===== src/hw/rtl/assert_macros.svh =====
// ----------------------------------------------------------------------------
// Assertion macros
// Shared concurrent assertion wrappers; they compile to nothing under SYNTH.
// ----------------------------------------------------------------------------
`ifndef ASSERT_MACROS_SVH
`define ASSERT_MACROS_SVH

`ifndef SYNTH
`define ASSERT_ALWAYS(label, clk, rst, prop) \
   label: assert property (@(posedge clk) disable iff (rst) (prop)) \
      else $error("assertion failed");
`define ASSERT_NEXT(label, clk, rst, pre, post) \
   label: assert property (@(posedge clk) disable iff (rst) (pre) |=> (post)) \
      else $error("assertion failed");
`else
`define ASSERT_ALWAYS(label, clk, rst, prop)
`define ASSERT_NEXT(label, clk, rst, pre, post)
`endif

`endif


===== src/hw/rtl/ncpt_pkg.sv =====
// ----------------------------------------------------------------------------
// Nearest color pixel tracker package
// Shared widths, constants and types of the tracker modules.
// ----------------------------------------------------------------------------
package ncpt_pkg;

   localparam int COLOR_W = 8;
   localparam int POS_W   = 11;
   localparam int DIST_W  = 18;
   localparam int COUNT_W = 23;
   localparam int SQ_W    = 2 * COLOR_W;

   localparam int QUEUE_DEPTH = 4;
   localparam int QPTR_W      = $clog2(QUEUE_DEPTH);
   localparam int QCNT_W      = $clog2(QUEUE_DEPTH + 1);

   localparam int CSR_IDX_W  = 2;
   localparam int CSR_DATA_W = DIST_W;

   localparam logic [CSR_IDX_W-1:0] CSR_TARGET_RED   = 2'd0;
   localparam logic [CSR_IDX_W-1:0] CSR_TARGET_GREEN = 2'd1;
   localparam logic [CSR_IDX_W-1:0] CSR_TARGET_BLUE  = 2'd2;
   localparam logic [CSR_IDX_W-1:0] CSR_NEAR_LIMIT   = 2'd3;

   localparam logic [DIST_W-1:0]  NEAR_LIMIT_RESET = DIST_W'(400);
   localparam logic [DIST_W-1:0]  DIST_ALL_ONES    = '1;
   localparam logic [COUNT_W-1:0] COUNT_MAX        = '1;

   typedef struct packed {
      logic [COLOR_W-1:0] red;
      logic [COLOR_W-1:0] green;
      logic [COLOR_W-1:0] blue;
      logic [DIST_W-1:0]  near_limit_sq;
   } ncpt_cfg_type;

   typedef struct packed {
      logic [DIST_W-1:0] dist_sq;
      logic              near;
      logic [POS_W-1:0]  x;
      logic [POS_W-1:0]  y;
      logic              eof;
   } ncpt_item_type;

   typedef struct packed {
      logic full;
      logic head_valid;
   } ncpt_queue_status_type;

   function automatic logic [SQ_W-1:0] square_diff(input logic [COLOR_W-1:0] a,
                                                   input logic [COLOR_W-1:0] b);
      logic [COLOR_W-1:0] d;
      d = (a >= b) ? (a - b) : (b - a);
      return SQ_W'(d) * SQ_W'(d);
   endfunction

endpackage


===== src/hw/rtl/nearest_color_pixel_tracker.sv =====
// ----------------------------------------------------------------------------
// Nearest color pixel tracker
// Takes one BGR pixel per clock cycle while the queue is not full and at each
// end of frame reports the column and row of the first pixel closest to the
// target color, that smallest squared distance, and how many pixels lay
// below the near limit. A front end forms the distance, the near flag and
// the position of each pixel in the cycle it is accepted and pushes it into
// a four-entry queue; the back end updates the running minimum and count one
// queued pixel per cycle, so the sustained rate is one pixel per clock; only
// a pixel that ends a frame waits in the queue while an earlier result is
// still pending. The frame result is loaded into the output register as its
// last pixel leaves the queue and is held there until taken. Configuration
// writes take effect on the next pixel accepted.
// ----------------------------------------------------------------------------
module nearest_color_pixel_tracker import ncpt_pkg::*; #(
   parameter int MAX_COLUMNS = 2048,
   parameter int MAX_ROWS    = 2048
) (
   input  logic                  clock,
   input  logic                  reset,
   input  logic                  req_tvalid,
   output logic                  req_tready,
   input  logic [23:0]           req_tdata,  // pixel_blue, pixel_green, pixel_red
   input  logic                  req_tuser,  // end_of_line
   input  logic                  req_tlast,  // end_of_frame
   output logic                  rsp_tvalid,
   input  logic                  rsp_tready,
   output logic [63:0]           rsp_tdata,  // best_x, best_y, min_distance_sq,
                                             // near_count, zero pad
   input  logic                  csr_valid,
   output logic                  csr_ready,
   input  logic [CSR_IDX_W-1:0]  csr_index,
   input  logic [CSR_DATA_W-1:0] csr_data
);

   ncpt_cfg_type          cfg_ff, cfg_in;
   ncpt_queue_status_type q_status;
   ncpt_item_type         push_item;
   ncpt_item_type         head_item;
   logic                  q_push;
   logic                  q_pop;
   logic [POS_W-1:0]      best_x;
   logic [POS_W-1:0]      best_y;
   logic [DIST_W-1:0]     min_dist;
   logic [COUNT_W-1:0]    near_count;

   assign csr_ready = 1'b1;

   always_comb begin
      cfg_in = cfg_ff;
      if (csr_valid && csr_ready) begin
         unique case (csr_index)
            CSR_TARGET_RED:   cfg_in.red           = csr_data[COLOR_W-1:0];
            CSR_TARGET_GREEN: cfg_in.green         = csr_data[COLOR_W-1:0];
            CSR_TARGET_BLUE:  cfg_in.blue          = csr_data[COLOR_W-1:0];
            CSR_NEAR_LIMIT:   cfg_in.near_limit_sq = csr_data[DIST_W-1:0];
            default:          cfg_in = cfg_ff;
         endcase
      end
   end

   always_ff @(posedge clock) begin
      if (reset) begin
         cfg_ff.red           <= '0;
         cfg_ff.green         <= '0;
         cfg_ff.blue          <= '0;
         cfg_ff.near_limit_sq <= NEAR_LIMIT_RESET;
      end else begin
         cfg_ff <= cfg_in;
      end
   end

   ncpt_front #(
      .MAX_COLUMNS (MAX_COLUMNS),
      .MAX_ROWS    (MAX_ROWS)
   ) u_front (
      .clock     (clock),
      .reset     (reset),
      .cfg       (cfg_ff),
      .pix_valid (req_tvalid),
      .pix_ready (req_tready),
      .pix_blue  (req_tdata[7:0]),
      .pix_green (req_tdata[15:8]),
      .pix_red   (req_tdata[23:16]),
      .pix_eol   (req_tuser),
      .pix_eof   (req_tlast),
      .q_status  (q_status),
      .q_push    (q_push),
      .q_item    (push_item)
   );

   ncpt_queue u_queue (
      .clock     (clock),
      .reset     (reset),
      .push      (q_push),
      .push_item (push_item),
      .pop       (q_pop),
      .head_item (head_item),
      .status    (q_status)
   );

   ncpt_back u_back (
      .clock          (clock),
      .reset          (reset),
      .q_status       (q_status),
      .head_item      (head_item),
      .pop            (q_pop),
      .rsp_valid      (rsp_tvalid),
      .rsp_ready      (rsp_tready),
      .rsp_best_x     (best_x),
      .rsp_best_y     (best_y),
      .rsp_min_dist   (min_dist),
      .rsp_near_count (near_count)
   );

   assign rsp_tdata = {1'b0, near_count, min_dist, best_y, best_x};

endmodule


===== src/hw/rtl/ncpt_front.sv =====
// ----------------------------------------------------------------------------
// Tracker front end
// Accepts pixels, tracks column and row, and forms the squared color distance.
// ----------------------------------------------------------------------------
module ncpt_front import ncpt_pkg::*; #(
   parameter int MAX_COLUMNS = 2048,
   parameter int MAX_ROWS    = 2048
) (
   input  logic                  clock,
   input  logic                  reset,
   input  ncpt_cfg_type          cfg,
   input  logic                  pix_valid,
   output logic                  pix_ready,
   input  logic [COLOR_W-1:0]    pix_blue,
   input  logic [COLOR_W-1:0]    pix_green,
   input  logic [COLOR_W-1:0]    pix_red,
   input  logic                  pix_eol,
   input  logic                  pix_eof,
   input  ncpt_queue_status_type q_status,
   output logic                  q_push,
   output ncpt_item_type         q_item
);

   localparam int PosMax = (1 << POS_W) - 1;
   localparam int ColTop = (MAX_COLUMNS - 1 > PosMax) ? PosMax : MAX_COLUMNS - 1;
   localparam int RowTop = (MAX_ROWS - 1 > PosMax) ? PosMax : MAX_ROWS - 1;
   localparam logic [POS_W-1:0] ColBound = POS_W'(ColTop);
   localparam logic [POS_W-1:0] RowBound = POS_W'(RowTop);

   logic [POS_W-1:0]  col_ff, col_in;
   logic [POS_W-1:0]  row_ff, row_in;
   logic [DIST_W-1:0] dist_sq;
   logic              accept;

   assign pix_ready = !q_status.full;
   assign accept    = pix_valid && pix_ready;
   assign q_push    = accept;

   always_comb begin
      dist_sq = DIST_W'(square_diff(pix_red, cfg.red))
              + DIST_W'(square_diff(pix_green, cfg.green))
              + DIST_W'(square_diff(pix_blue, cfg.blue));
      q_item.dist_sq = dist_sq;
      q_item.near    = (dist_sq < cfg.near_limit_sq);
      q_item.x       = col_ff;
      q_item.y       = row_ff;
      q_item.eof     = pix_eof;
   end

   always_comb begin
      col_in = col_ff;
      row_in = row_ff;
      if (accept) begin
         priority if (pix_eof) begin
            col_in = '0;
            row_in = '0;
         end else if (pix_eol) begin
            col_in = '0;
            if (row_ff < RowBound) begin
               row_in = row_ff + 1'b1;
            end
         end else if (col_ff < ColBound) begin
            col_in = col_ff + 1'b1;
         end
      end
   end

   always_ff @(posedge clock) begin
      if (reset) begin
         col_ff <= '0;
         row_ff <= '0;
      end else begin
         col_ff <= col_in;
         row_ff <= row_in;
      end
   end

endmodule


===== src/hw/rtl/ncpt_queue.sv =====
// ----------------------------------------------------------------------------
// Tracker item queue
// Short first-in first-out buffer between the front end and the back end.
// ----------------------------------------------------------------------------
`include "assert_macros.svh"

module ncpt_queue import ncpt_pkg::*; (
   input  logic                  clock,
   input  logic                  reset,
   input  logic                  push,
   input  ncpt_item_type         push_item,
   input  logic                  pop,
   output ncpt_item_type         head_item,
   output ncpt_queue_status_type status
);

   ncpt_item_type       mem [QUEUE_DEPTH];
   logic [QPTR_W-1:0]   wr_ptr_ff, wr_ptr_in;
   logic [QPTR_W-1:0]   rd_ptr_ff, rd_ptr_in;
   logic [QCNT_W-1:0]   count_ff, count_in;

   assign status.full       = (count_ff == QCNT_W'(QUEUE_DEPTH));
   assign status.head_valid = (count_ff != '0);
   assign head_item         = mem[rd_ptr_ff];

   always_comb begin
      wr_ptr_in = push ? QPTR_W'(wr_ptr_ff + 1'b1) : wr_ptr_ff;
      rd_ptr_in = pop ? QPTR_W'(rd_ptr_ff + 1'b1) : rd_ptr_ff;
      count_in  = count_ff;
      unique case ({push, pop})
         2'b10:   count_in = count_ff + 1'b1;
         2'b01:   count_in = count_ff - 1'b1;
         default: count_in = count_ff;
      endcase
   end

   always_ff @(posedge clock) begin
      if (push) begin
         mem[wr_ptr_ff] <= push_item;
      end
   end

   always_ff @(posedge clock) begin
      if (reset) begin
         wr_ptr_ff <= '0;
         rd_ptr_ff <= '0;
         count_ff  <= '0;
      end else begin
         wr_ptr_ff <= wr_ptr_in;
         rd_ptr_ff <= rd_ptr_in;
         count_ff  <= count_in;
      end
   end

   `ASSERT_ALWAYS(a_count_bound, clock, reset, count_ff <= QCNT_W'(QUEUE_DEPTH))
   `ASSERT_ALWAYS(a_no_push_full, clock, reset, !(push && status.full))
   `ASSERT_ALWAYS(a_no_pop_empty, clock, reset, !(pop && !status.head_valid))

endmodule


===== src/hw/rtl/ncpt_back.sv =====
// ----------------------------------------------------------------------------
// Tracker back end
// Keeps the running minimum and near count and issues the per-frame result.
// ----------------------------------------------------------------------------
`include "assert_macros.svh"

module ncpt_back import ncpt_pkg::*; (
   input  logic                  clock,
   input  logic                  reset,
   input  ncpt_queue_status_type q_status,
   input  ncpt_item_type         head_item,
   output logic                  pop,
   output logic                  rsp_valid,
   input  logic                  rsp_ready,
   output logic [POS_W-1:0]      rsp_best_x,
   output logic [POS_W-1:0]      rsp_best_y,
   output logic [DIST_W-1:0]     rsp_min_dist,
   output logic [COUNT_W-1:0]    rsp_near_count
);

   logic [DIST_W-1:0]  min_ff, min_in, min_upd;
   logic [POS_W-1:0]   bx_ff, bx_in, bx_upd;
   logic [POS_W-1:0]   by_ff, by_in, by_upd;
   logic [COUNT_W-1:0] cnt_ff, cnt_in, cnt_upd;
   logic               out_valid_ff, out_valid_in;
   logic [POS_W-1:0]   out_x_ff, out_x_in;
   logic [POS_W-1:0]   out_y_ff, out_y_in;
   logic [DIST_W-1:0]  out_min_ff, out_min_in;
   logic [COUNT_W-1:0] out_cnt_ff, out_cnt_in;
   logic               load;

   assign pop  = q_status.head_valid && !(head_item.eof && out_valid_ff && !rsp_ready);
   assign load = pop && head_item.eof;

   always_comb begin
      min_upd = min_ff;
      bx_upd  = bx_ff;
      by_upd  = by_ff;
      cnt_upd = cnt_ff;
      if (head_item.dist_sq < min_ff) begin
         min_upd = head_item.dist_sq;
         bx_upd  = head_item.x;
         by_upd  = head_item.y;
      end
      if (head_item.near && cnt_ff != COUNT_MAX) begin
         cnt_upd = cnt_ff + 1'b1;
      end

      min_in = min_ff;
      bx_in  = bx_ff;
      by_in  = by_ff;
      cnt_in = cnt_ff;
      if (pop) begin
         if (head_item.eof) begin
            min_in = DIST_ALL_ONES;
            bx_in  = '0;
            by_in  = '0;
            cnt_in = '0;
         end else begin
            min_in = min_upd;
            bx_in  = bx_upd;
            by_in  = by_upd;
            cnt_in = cnt_upd;
         end
      end

      out_x_in   = load ? bx_upd : out_x_ff;
      out_y_in   = load ? by_upd : out_y_ff;
      out_min_in = load ? min_upd : out_min_ff;
      out_cnt_in = load ? cnt_upd : out_cnt_ff;
      priority if (load) begin
         out_valid_in = 1'b1;
      end else if (rsp_ready) begin
         out_valid_in = 1'b0;
      end else begin
         out_valid_in = out_valid_ff;
      end
   end

   always_ff @(posedge clock) begin
      if (reset) begin
         min_ff       <= DIST_ALL_ONES;
         bx_ff        <= '0;
         by_ff        <= '0;
         cnt_ff       <= '0;
         out_valid_ff <= 1'b0;
      end else begin
         min_ff       <= min_in;
         bx_ff        <= bx_in;
         by_ff        <= by_in;
         cnt_ff       <= cnt_in;
         out_valid_ff <= out_valid_in;
      end
   end

   always_ff @(posedge clock) begin
      out_x_ff   <= out_x_in;
      out_y_ff   <= out_y_in;
      out_min_ff <= out_min_in;
      out_cnt_ff <= out_cnt_in;
   end

   assign rsp_valid      = out_valid_ff;
   assign rsp_best_x     = out_x_ff;
   assign rsp_best_y     = out_y_ff;
   assign rsp_min_dist   = out_min_ff;
   assign rsp_near_count = out_cnt_ff;

   `ASSERT_NEXT(a_min_falls, clock, reset, pop && !head_item.eof, min_ff <= $past(min_ff))
   `ASSERT_NEXT(a_cnt_grows, clock, reset, pop && !head_item.eof, cnt_ff >= $past(cnt_ff))
   `ASSERT_NEXT(a_frame_clear, clock, reset, load, min_ff == DIST_ALL_ONES && cnt_ff == '0)

endmodule

===== config.mk =====
export PLATFORM = sky130hd
export DESIGN_NAME = nearest_color_pixel_tracker
export DESIGN_NICKNAME = d
export VERILOG_FILES = /design/src/hw/rtl/ncpt_pkg.sv /design/src/hw/rtl/nearest_color_pixel_tracker.sv /design/src/hw/rtl/ncpt_front.sv /design/src/hw/rtl/ncpt_queue.sv /design/src/hw/rtl/ncpt_back.sv
export VERILOG_INCLUDE_DIRS = /design/src /design/src/hw/rtl
export SDC_FILE = /design/constraint.sdc
export NUM_CORES = 1
export LEC_CHECK = 0
export BUFFER_PORTS_ARGS = -buffer_cell sky130_fd_sc_hd__buf_2
export CAP_MARGIN = 20
export CORE_ASPECT_RATIO = 0.5
export CORE_MARGIN = 8
export CORE_UTILIZATION = 60
export DETAILED_ROUTE_END_ITERATION = 8
export PLACE_DENSITY = 0.78
export RECOVER_POWER = 50
export SLEW_MARGIN = 20
export SYNTH_ARGS = -nofsm -noshare
export SYNTH_HDL_FRONTEND = slang
export SYNTH_SLANG_ARGS = --single-unit

===== constraint.sdc =====
create_clock -name clock -period 27.7 [get_ports clock]
set_clock_uncertainty 0.15 [all_clocks]
set_input_delay 1.385 -clock clock [delete_from_list [all_inputs] [get_ports clock]]
set_output_delay 1.385 -clock clock [all_outputs]
set_load 0.02 [all_outputs]

Word-level counts from Yosys, hierarchy flattened
Memory sizes are Yosys's and may differ from the RTL's. A register that Yosys moved wholly into a read port is not among the register bits.
Cells that the tools add are included.
{"block": "totals", "regBits": 198, "mem_bits_rw": 168, "output_inout_bits": 67, "latch_bits": 0, "inputBits": 51, "mem_count": 1, "romBits": 0}
{"name": "u_queue.mem", "depth": 4, "word_bits": 42, "read_ports": 1, "rd_ports_with_merged_regs": 1, "wr": 1, "line_no": "ncpt_queue.sv:17", "text": "ncpt_item_type mem [QUEUE_DEPTH];"}
{"block": "classes", "n_div": 0, "order_cmp": 7, "addsub": 15, "bitwise_logic": 0, "reduce_logical": 22, "n_eq_ne": 7, "mul": 3, "mux": 24, "n_shift": 0}
{"cell": "$mux 11", "n": 10}
{"cell": "$mul 8x8->16", "n": 3}
{"cell": "$sub 8x8->8", "n": 6}
{"cell": "$mux 23", "n": 2}
{"cell": "$lt 18x18->1", "n": 2}
{"cell": "$mux 18", "n": 2}
{"cell": "$ge 8x8->1", "n": 3}
{"cell": "$mux 8", "n": 3}
{"cell": "$add 23x1->23 const B", "n": 1}
{"cell": "$ne 23x23->1 const B", "n": 1}
{"cell": "$add 11x1->11 const B", "n": 2}
{"cell": "$lt 11x11->1 const B", "n": 2}
{"cell": "$add 18x16->18", "n": 1}
{"cell": "$add 16x16->17", "n": 1}
{"cell": "$reduce_and 2->1", "n": 5}
{"cell": "$reduce_bool 2->1", "n": 4}
{"cell": "$eq 2x2->1 const B", "n": 3}
{"cell": "$logic_and 1x1->1", "n": 6}
{"cell": "$pmux 3 s2", "n": 1}
{"cell": "$reduce_bool 3->1", "n": 2}
{"cell": "$add 2x1->2 const B", "n": 2}
{"cell": "$eq 2x1->1 const B", "n": 2}
{"cell": "$mux 1", "n": 4}
{"cell": "$mux 2", "n": 2}
{"cell": "6 further kinds", "n": 8}

Logic depth before layout (Yosys ltp)
Gate-level depths: netlist (run 1).
{"block": "depth", "ltp_word": 6, "depth_mapped": 48, "ltp_nobuf": 48}

Cells and area by module
From an unflattened synthesis (run 1), not the netlist that was laid out.
{"block": "unflattened", "cells_unflattened": 1953, "hier_area_um2": 22875.7}
{"module": "ncpt_front", "area_per_inst_um2": 8839.7, "cells_per_inst": 1033, "seq_area_each_um2": 440.4, "n_inst": 1}
{"module": "ncpt_queue", "area_per_inst_um2": 6540.0, "cells_per_inst": 263, "seq_area_each_um2": 5225.0, "n_inst": 1}
{"module": "ncpt_back", "area_per_inst_um2": 5736.8, "cells_per_inst": 489, "seq_area_each_um2": 3173.0, "n_inst": 1}
{"module": "nearest_color_pixel_tracker", "area_per_inst_um2": 1759.2, "cells_per_inst": 168, "seq_area_each_um2": 840.8, "n_inst": 1}

Worst setup path after synthesis (run 1)
OpenSTA, ideal clock, no wires.
{"block": "synth_timing", "path_type": "input to register", "startpoint": "input port req_tdata[16]", "endpoint": "memory u_queue.mem[0][23] in the netlist's numbering, data pin", "slack_ns": 15.484, "setup_time_ns": 0.282, "t_required_ns": 27.268, "stages": 44, "arrival_time_ns": 11.783, "path_buffers": 0, "path_cell_list": "inv_1 -> ha_1 -> inv_1 -> fa_1 -> a21o_1 -> a2111oi_4 -> o21ai_4 -> mux2_4 -> a21oi_1 -> nand2_2 -> xnor2_1 -> nor2_1 -> fa_1 -> inv_1 -> fa_1 -> fa_1 -> inv_1 -> fa_1 -> [... 8 more ...] -> inv_1 -> fa_1 -> fa_1 -> inv_1 -> fa_1 -> inv_1 -> ha_1 -> inv_1 -> o21bai_1 -> a21oi_1 -> o21ai_0 -> nand2_1 -> a211oi_1 -> xor2_1 -> ha_1 -> nand3_1 -> nor4_1 -> o22ai_1"}
{"element": "from (decl)", "line_no": "nearest_color_pixel_tracker.sv:23", "text": "input logic [23:0] req_tdata,"}
{"element": "to (decl)", "line_no": "ncpt_queue.sv:17"}

==> results of run 1 <==
## cell type report
| class | instances | area (um2) |
|---|---|---|
| Timing Repair Buffer | 130 | 644 |
| Inverter | 300 | 1130 |
| Fill cell | 2790 | 12500 |
| Multi-Input combinational cell | 1236 | 11400 |
| Clock inverter | 15 | 146 |
| Clock buffer | 47 | 951 |
| Tap cell | 494 | 618 |
| Sequential cell | 368 | 9680 |
## metrics by stage
step / utilization / hold slack (ps) / instance area, um2
final: 0.663 / 304 / 24600
after global routing: 0.663 / 327 / 24600
after CTS: 0.664 / 309 / 24600
after detailed placement: 0.635 / 299 / 23500
after global placement: 0.635 / 293 / 23500
after floorplan: - / 286 / 22400
## metal layers
layer / vias to the layer above / wire, um
met5: - / 0
met4: 0 / 1010
met3: 71 / 1620
met2: 253 / 22100
met1: 7048 / 19500
li1: 6962 / -
## cell families (layout without fill, tap and decap cells)
family	Yosys count	count (layout)
flops	368	368
buf+inv	353	492
simple gates	438	438
fa+ha+maj	305	305
compound gates	270	270
mux	128	128
xor+xnor	93	93
other cells	2	2
## tightest hold or removal path, cell delays in order (launching register included)
cell	delay [ps]
dfxtp_1	310
nand2_1	50
a21oi_1	50
## final timing paths
path | start | to | cells after the start
min | cfg_ff[11] | cfg_ff[11] | 2
min reg2reg | cfg_ff[11] | cfg_ff[11] | 2
max | req_tdata[8] | u_queue.mem[2][23] | 43
max reg2reg | cfg_ff[26] | u_queue.mem[2][23] | 41
## cells in the final DEF (no fill, tap or decap), types with 8 or more instances in the layout
cell type,count
inv_1,297
edfxtp_1,231
ha_1,181
nor2_1,179
dfxtp_1,136
fa_1,124
nand2_1,102
buf_2,95
a21oi_1,81
xnor2_1,47
mux2_2,45
mux4_2,42
xor2_1,40
mux2i_1,38
clkbuf_16,35
clkbuf_1,34
a21o_1,31
o21ai_0,29
o211ai_1,27
a22o_1,26
nand3_1,21
nand2b_1,21
and3_1,21
nor3_1,17
nand4_1,17
nor2b_1,11
or2_2,10
or3_1,10
buf_4,10
and4_1,8
## registers in the layout, summed over array words and instances (netlist names), named ones only
name	flops
u_queue.mem	168
cfg_ff	42
u_back.cnt_ff	23
u_back.rsp_near_count	23
u_back.min_ff	18
u_back.rsp_min_dist	18
u_back.bx_ff	11
u_back.by_ff	11
u_back.rsp_best_x	11
u_back.rsp_best_y	11
u_front.col_ff	11
u_front.row_ff	11
u_queue.count_ff	3
u_queue.rd_ptr_ff	2
u_queue.wr_ptr_ff	2
u_back.rsp_valid	1
==> summary.txt, run 1 <==
Status
  • Status: complete, but fails checks
  • Failing checks: capacitance limit, slew limit

Setup path
  • CP Max Fanout: 11
  • WP data required: 27860 ps
  • Slowest library cell on the worst path: o311ai_0
  • Crit path launch type: input port
  • Crit path buf inv count: 11
  • Worst path top cell family by delay: adder cells
  • Max incr delay on CP: 920 ps
  • Worst Path Arrival: 13170 ps
  • R2r setup slk: 15330 ps
  • CP Class: in -> reg
  • Nature of the critical path endpoint: flip-flop

Logic synthesis
  • Sequential area share after synthesis: 0.431
  • Synth area leaders: edfxtp_1, dfxtp_1, fa_1
  • Synthesis-stage register bit count: 368
  • Syn avg cell area: 11.5 um2
  • Commonest cells post-synth: inv_1, edfxtp_1, ha_1
  • Synth area leader: edfxtp_1
  • Main combinational cell family by area after synthesis: adder cells
  • Post-Synth Adder-Cell Area: 0.212
  • Mapped Cells: roughly 2000
  • Post-synth top area share: 0.309
  • EDFF count, synth: 231
  • Xor and xnor area share after synthesis: 0.0380
  • FFs w/ async S/R, synth: 0
  • Synth Net Count: 2313
  • Most frequent cell after synthesis: inv_1
  • Synth Area in Compound Gates: 0.0844
  • Simple-gate area share of the yosys netlist: 0.0903
  • Synthesized cell area: 22400 um2
  • Mux share of post-synthesis cell area: 0.0835
  • Prevailing post-synth register cell: edfxtp_1
  • Ys Warns: 0
  • Distinct cells, synth: slightly below 80

Placement
  • Post-place setup slack: 14220 ps
  • # placed instances: between 2000 and 3000
  • DP HPWL: 32600 um
  • Routability-driven placement congestion ratio: 0.853
  • PortBufs: 115

Clock tree
  • CTS Hold Bufs: 0
  • Post-CTS setup repair buffer count: 0
  • CTS clock-pin slew for the worst setup and hold paths: 60 ps
  • Sink Count: ~370
  • Latest clock arrival within the worst-skew pair: 520 ps
  • Clk buf depth: 3
  • TritonCTS buffer count: 35
  • H-Tree Depth: 2
  • Number of gates resized after CTS: 0
  • Root buffer cell: clkbuf_16
  • CTS tree: done

Die
  • Initial Utilization: 0.605
  • I/O Pins: roughly 120
  • Die height: 153 um
  • Die area: roughly 44000 um2
  • Core ar.: 37100 um2
  • Die Wd: ~290 um
  • # rows: 50

Timing
  • Worst slew pin tran: 3540 ps
  • Unrepaired setup endpoints after global routing: false
  • Fmax achieved: 0.0769 GHz
  • Final TNS setup: 0 ps
  • Fin. Hold Viols: 0
  • Max-slew violations: 217
  • Relative slew slack: -1.36
  • Period utilization: 0.470
  • Tmin final: roughly 13000 ps
  • # setup viols final: 0
  • Final worst setup slack: 14690 ps

Flow run
  • Max Cap Viol: 5

Route
  • Drt via density: 5.53
  • Via Count: 14300
  • DR iter-0 viols: roughly 830
  • DRT Pass-1 Iters: 5
  • WL/cell: between 15 and 20 um
  • Post-route ant nets: 0
  • Routed WL: 44200 um
  • # DRC: 0

Global routing
  • Met3 usage: 0.0243
  • GRT Overall Usage: 0.201
  • Busiest grt layer: met2
  • Met2 Use GR: 0.360
  • Number of global-route vias before repair: 14800
  • Met1 Use GR: 0.258
  • Global-route wire length before repair: 73600 um
  • Overflow after GRT: 0
  • Initial antenna violation count: 0
  • Pin count of the biggest net entering global routing: 75

Finish
  • Non-filler cells, final: around 2600
  • Synthesis-to-layout area growth: 9.62%
  • Share of cells above drive strength 1: 0.135
  • ANT cells: 0
  • Final Net Count: 2427

Worst hold path
  • Min-Delay Path Class: reg -> reg
Power of run 1 is left out: the tool's default activity adds up to more than one toggle a clock period on the data nets, which glitch-free logic cannot reach.
==> run 2: changes to the inputs <==
--- a/config.mk
+++ b/config.mk
@@ -10,9 +10,9 @@
 export CAP_MARGIN = 20
 export CORE_ASPECT_RATIO = 0.5
 export CORE_MARGIN = 8
-export CORE_UTILIZATION = 60
+export CORE_UTILIZATION = 56
 export DETAILED_ROUTE_END_ITERATION = 8
-export PLACE_DENSITY = 0.78
+export PLACE_DENSITY = 0.77
 export RECOVER_POWER = 50
 export SLEW_MARGIN = 20
 export SYNTH_ARGS = -nofsm -noshare
==> constraint.sdc (replaced) <==
create_clock -name clock -period 10.7 [get_ports clock]
set_clock_uncertainty 0.15 [all_clocks]
set_input_delay 0.535 -clock clock [delete_from_list [all_inputs] [get_ports clock]]
set_output_delay 0.535 -clock clock [all_outputs]
set_load 0.02 [all_outputs]
==> summary.txt, run 2 (synthesis gave the netlist of run 1 again) <==
Setup path
  • CP Class: reg -> reg
  • WP data required: 10880 ps
  • CP dominant cell by count: fa_1
  • Crit path launch type: flip-flop
  • Reg2reg path depth: 45
  • R2R Path Start: cfg_ff[34]
  • CP Max Fanout: 6
  • R2r setup slk: -310 ps
  • Worst Path Arrival: 11190 ps
  • Slowest library cell on the worst path: fa_1
  • Nature of the critical path endpoint: flip-flop
  • Reg-to-Reg End: u_queue.mem[0][23]
  • Max incr delay on CP: 540 ps

Route
  • WL/cell: around 17 um
  • DR iter-0 viols: 787
  • Drt via density: ~5.4
  • Post-route ant nets: 0
  • # DRC: 0
  • DRT Pass-1 Iters: 4
  • Via Count: 15000
  • Routed WL: 46900 um

Finish
  • Max FFs per register: 168
  • Share of cells above drive strength 1: 0.195
  • Most frequent cells in the layout: inv_1, edfxtp_1, nor2_1
  • Largest Register: u_queue.mem
  • ANT cells: 0
  • Most common cell after layout, fill and taps aside: inv_1
  • Synthesis-to-layout area growth: 16.4%
  • Design Area, Final: ~26000 um2
  • Final Net Count: around 2600
  • Largest regs: u_queue.mem x168, cfg_ff x42
  • Post-layout util: 0.666

Global routing
  • GRT Overall Usage: 0.197
  • Global-route wire length before repair: 77100 um
  • Overflow after GRT: 0
  • Pin count of the biggest net entering global routing: between 70 and 80
  • Initial antenna violation count: 0
  • Number of global-route vias before repair: between 15000 and 20000

Clock tree
  • CTS clock-pin slew for the worst setup and hold paths: 70 ps
  • Latest clock arrival within the worst-skew pair: 530 ps
  • Sink Count: 368
  • Clk buf depth: 3
  • CTS Hold Bufs: 0
  • CTS tree: done
  • H-Tree Depth: 2
  • Root buffer cell: clkbuf_16
  • TritonCTS buffer count: 34

Timing
  • Fin. Hold Viols: 0
  • Max-slew violations: 78
  • Unrepaired setup endpoints after global routing: true
  • Relative slew slack: -0.538
  • # setup viols final: 4
  • Fmax achieved: 0.0908 GHz
  • Tmin final: 11010 ps
  • Final worst setup slack: -309 ps
  • Final TNS setup: -1230 ps
  • Worst slew pin tran: 2310 ps
  • Period utilization: 1.03

Die
  • I/O Pins: 118
  • Initial Utilization: 0.573
  • Core ar.: ~39000 um2
  • Die area: between 40000 and 50000 um2
  • Die Wd: 299 um
  • # rows: 51
  • Die height: 158 um

Placement
  • Routability-driven placement congestion ratio: 0.850
  • PortBufs: 115
  • Post-place instance area: 24700 um2
  • DP HPWL: around 34000 um

Status
  • Failing checks: capacitance limit, slew limit, setup timing
  • Status: complete, but fails checks

Worst hold path
  • Hold endpoint: cfg_ff[8]
  • Hold path cells: 2
  • Min-Delay Path Class: in -> reg
  • Hold Startpoint: csr_data[8]

Flow run
  • Max Cap Viol: 2
[run 2: changes by cell type in the layout (fill, tap and decap cells not counted), moves of 6 or more]
| cell | delta |
|---|---|
| buf_4 | +136 |
| buf_2 | -47 |
| clkbuf_1 | +45 |
| a21oi_1 | -9 |
| ha_1 | -9 |
| a21oi_2 | +8 |
| ha_4 | +8 |
| inv_1 | -7 |
| inv_2 | +6 |
[run 2: worst max-delay path, delay by kind of cell, from the launching register on]
kind | cells | cell delay, ps
and+or+nand+nor | 4 | 370
xor gates and xnor gates | 3 | 610
muxes | 1 | 170
adders and majority gates | 15 | 6270
AOI/OAI and AO/OA | 10 | 1980
DFF | 1 | 360
buffers and inverters | 12 | 900
[run 2: layer usage]
metal  vias to the layer above  part of all wire  track usage
met2                       255              0.51        0.372
met3                        62             0.033       0.0210
li1                       7237                 -            -
met5                         -                 0            0
met4                         0             0.018       0.0429
met1                      7420              0.44        0.242
[run 2: worst max-delay path by stage]
stage,start,slack (ps),to,cells after the start
2_1_floorplan,req_tdata[16],-40,u_queue.mem[0][23],42
3_3_place_gp,req_tdata[8],-340,u_queue.mem[0][23],43
3_5_place_dp,req_tdata[16],-500,u_queue.mem[0][23],44
4_1_cts,cfg_ff[34],-70,u_queue.mem[0][23],42
5_1_grt,cfg_ff[34],-780,u_queue.mem[0][23],43
6_report,cfg_ff[34],-310,u_queue.mem[0][23],45
[run 2: timing repair]
item	CTS	global route
endpoints found under the setup margin	4	8
buffers inserted	5	11
hold endpoints to repair	0	0
pin swaps	2	37
gates resized for setup	12	31
[run 2: metrics by stage]
stage / setup WS (ps) / cells / hold slack (ps)
detailed placement: -503 / 2687 / 296
floorplan: -40.1 / 1957 / 286
CTS: -69.7 / 2753 / 54.3
global placement: -345 / 2685 / 293
global route: -779 / 2764 / 69.9
finish: -309 / 2764 / 70.9
[run 2: cell type report]
| type | instances | area [um2] |
|---|---|---|
| Fill cell | 2877 | 13100 |
| Multi-Input combinational cell | 1236 | 11800 |
| Sequential cell | 368 | 9680 |
| Timing Repair Buffer | 268 | 1650 |
| Inverter | 300 | 1140 |
| Clock buffer | 47 | 961 |
| Tap cell | 530 | 663 |
| Clock inverter | 15 | 201 |
Power of run 2 is left out for the same reason.
==> run 3: changes to the inputs <==
--- a/config.mk
+++ b/config.mk
@@ -8,11 +8,13 @@
 export LEC_CHECK = 0
 export BUFFER_PORTS_ARGS = -buffer_cell sky130_fd_sc_hd__buf_2
 export CAP_MARGIN = 20
+export CELL_PAD_IN_SITES_DETAIL_PLACEMENT = 0
+export CELL_PAD_IN_SITES_GLOBAL_PLACEMENT = 1
 export CORE_ASPECT_RATIO = 0.5
 export CORE_MARGIN = 8
-export CORE_UTILIZATION = 56
+export CORE_UTILIZATION = 46
 export DETAILED_ROUTE_END_ITERATION = 8
-export PLACE_DENSITY = 0.77
+export PLACE_DENSITY_LB_ADDON = 0.1
 export RECOVER_POWER = 50
 export SLEW_MARGIN = 20
 export SYNTH_ARGS = -nofsm -noshare
==> summary.txt, run 3 (synthesis gave the netlist of run 1 again) <==
Status
  • Status: complete, but fails checks
  • Failing checks: capacitance limit, slew limit

Setup path
  • CP Class: reg -> reg
  • CP Max Fanout: 6
  • Slowest library cell on the worst path: fa_1
  • Max incr delay on CP: 560 ps
  • Crit path launch type: flip-flop
  • Nature of the critical path endpoint: flip-flop
  • Reg2reg path depth: 45
  • CP dominant cell by count: fa_1
  • Worst Path Arrival: 10760 ps
  • WP data required: between 10000 and 15000 ps

Finish
  • Largest Register: u_queue.mem
  • Most common cell after layout, fill and taps aside: inv_1
  • Max FFs per register: 168
  • Multi-input logic area: 11900 um2
  • Largest regs: u_queue.mem x168, cfg_ff x42
  • Post-layout util: 0.546
  • Register Area: 9680 um2
  • Share of cells above drive strength 1: 0.205
  • Most frequent cells in the layout: inv_1, edfxtp_1, nor2_1
  • Synthesis-to-layout area growth: 17.7%
  • ANT cells: 0
  • Fillers: 4260
  • Final Net Count: 2571

Clock tree
  • CTS tree: done
  • TritonCTS buffer count: 36
  • Latest clock arrival within the worst-skew pair: 540 ps
  • Root buffer cell: clkbuf_16
  • Sink Count: between 300 and 400
  • H-Tree Depth: 2
  • CTS clock-pin slew for the worst setup and hold paths: 60 ps
  • Clk buf depth: 3

Placement
  • Routability-driven placement congestion ratio: about 0.83
  • DP HPWL: around 35000 um
  • PortBufs: roughly 120

Die
  • Die height: 172 um
  • Initial Utilization: 0.464
  • I/O Pins: 118
  • Die Wd: 328 um
  • Core ar.: approximately 48000 um2
  • Die area: 56500 um2
  • # rows: 57

Global routing
  • Global-route wire length before repair: 76700 um
  • Overflow after GRT: 0
  • Pin count of the biggest net entering global routing: between 70 and 80
  • GRT Overall Usage: 0.165
  • Initial antenna violation count: 0
  • Number of global-route vias before repair: 14900

Timing
  • Worst slew pin tran: around 3800 ps
  • Period utilization: 0.996
  • Fmax achieved: 0.0938 GHz
  • Min Hold Slack: 57.5 ps
  • Unrepaired setup endpoints after global routing: true
  • Tmin final: 10660 ps
  • Fin. Hold Viols: 0
  • # setup viols final: 0
  • Max-slew violations: 123
  • Relative slew slack: -1.50

Route
  • DR iter-0 viols: 652
  • Post-route ant nets: 0
  • # DRC: 0
  • DRT Pass-1 Iters: 5
  • WL/cell: 16.1 um
  • Drt via density: 4.99
  • Via Count: 14400
  • Routed WL: 46500 um

Worst hold path
  • Min-Delay Path Class: in -> reg
  • Hold path cells: 2

Flow run
  • Max Cap Viol: 3
run 3: cell types whose count changed in the layout (fill, tap and decap cells not counted), sizes merged:
cell / delta
buf: +6
bufinv: -2
clkinv: +8
clkinvlp: -1
inv: -2
run 3: path summary, 6_finish.rpt:
path	start	to	slack, ps
min reg2reg	cfg_ff[12]	cfg_ff[12]	310
min	csr_data[8]	cfg_ff[8]	60
max	cfg_ff[34]	u_queue.mem[2][23]	40
max reg2reg	cfg_ff[34]	u_queue.mem[2][23]	40
run 3: routing by layer:
metal / global-route usage / routed length, um / up-vias
li1: - / - / 7253
met4: 0.0333 / 694 / 0
met1: 0.214 / 21300 / 6972
met5: 0 / 0 / -
met2: 0.299 / 23100 / 164
met3: 0.0210 / 1450 / 54
run 3: area by class of cell:
type | instances | area share
Clock inverter | 18 | 0.00701
Sequential cell | 368 | 0.367
Timing Repair Buffer | 273 | 0.0641
Clock buffer | 48 | 0.0377
Multi-Input combinational cell | 1236 | 0.450
Tap cell | 649 | 0.0308
Inverter | 300 | 0.0432
run 3: through the flow:
step                setup TNS, ps  cell area, um2  worst slack, ps  cells
floorplan                    -161           22600            -40.1   1957
global placement            -1530           24900             -383   2815
detailed placement          -2110           24900             -527   2815
CTS                          -434           26300             -109   2888
global route                -2080           26400             -520   2892
finish                          0           26400             39.3   2892
run 3: what timing repair did:
action	4_1_cts	5_1_grt
buffers inserted	7	4
resized for setup	25	35
hold buffers	0	0
setup endpoints to repair	4	8
pin swaps	22	31
run 3: critical path, delay by kind of cell (launching register included):
family	cells	cell delay, ps
compound gates	13	2110
xor+xnor	3	400
fa+ha+maj	15	6190
buf+inv	10	530
flops	1	350
mux	1	180
simple gates	3	450
Power of run 3 is left out for the same reason.
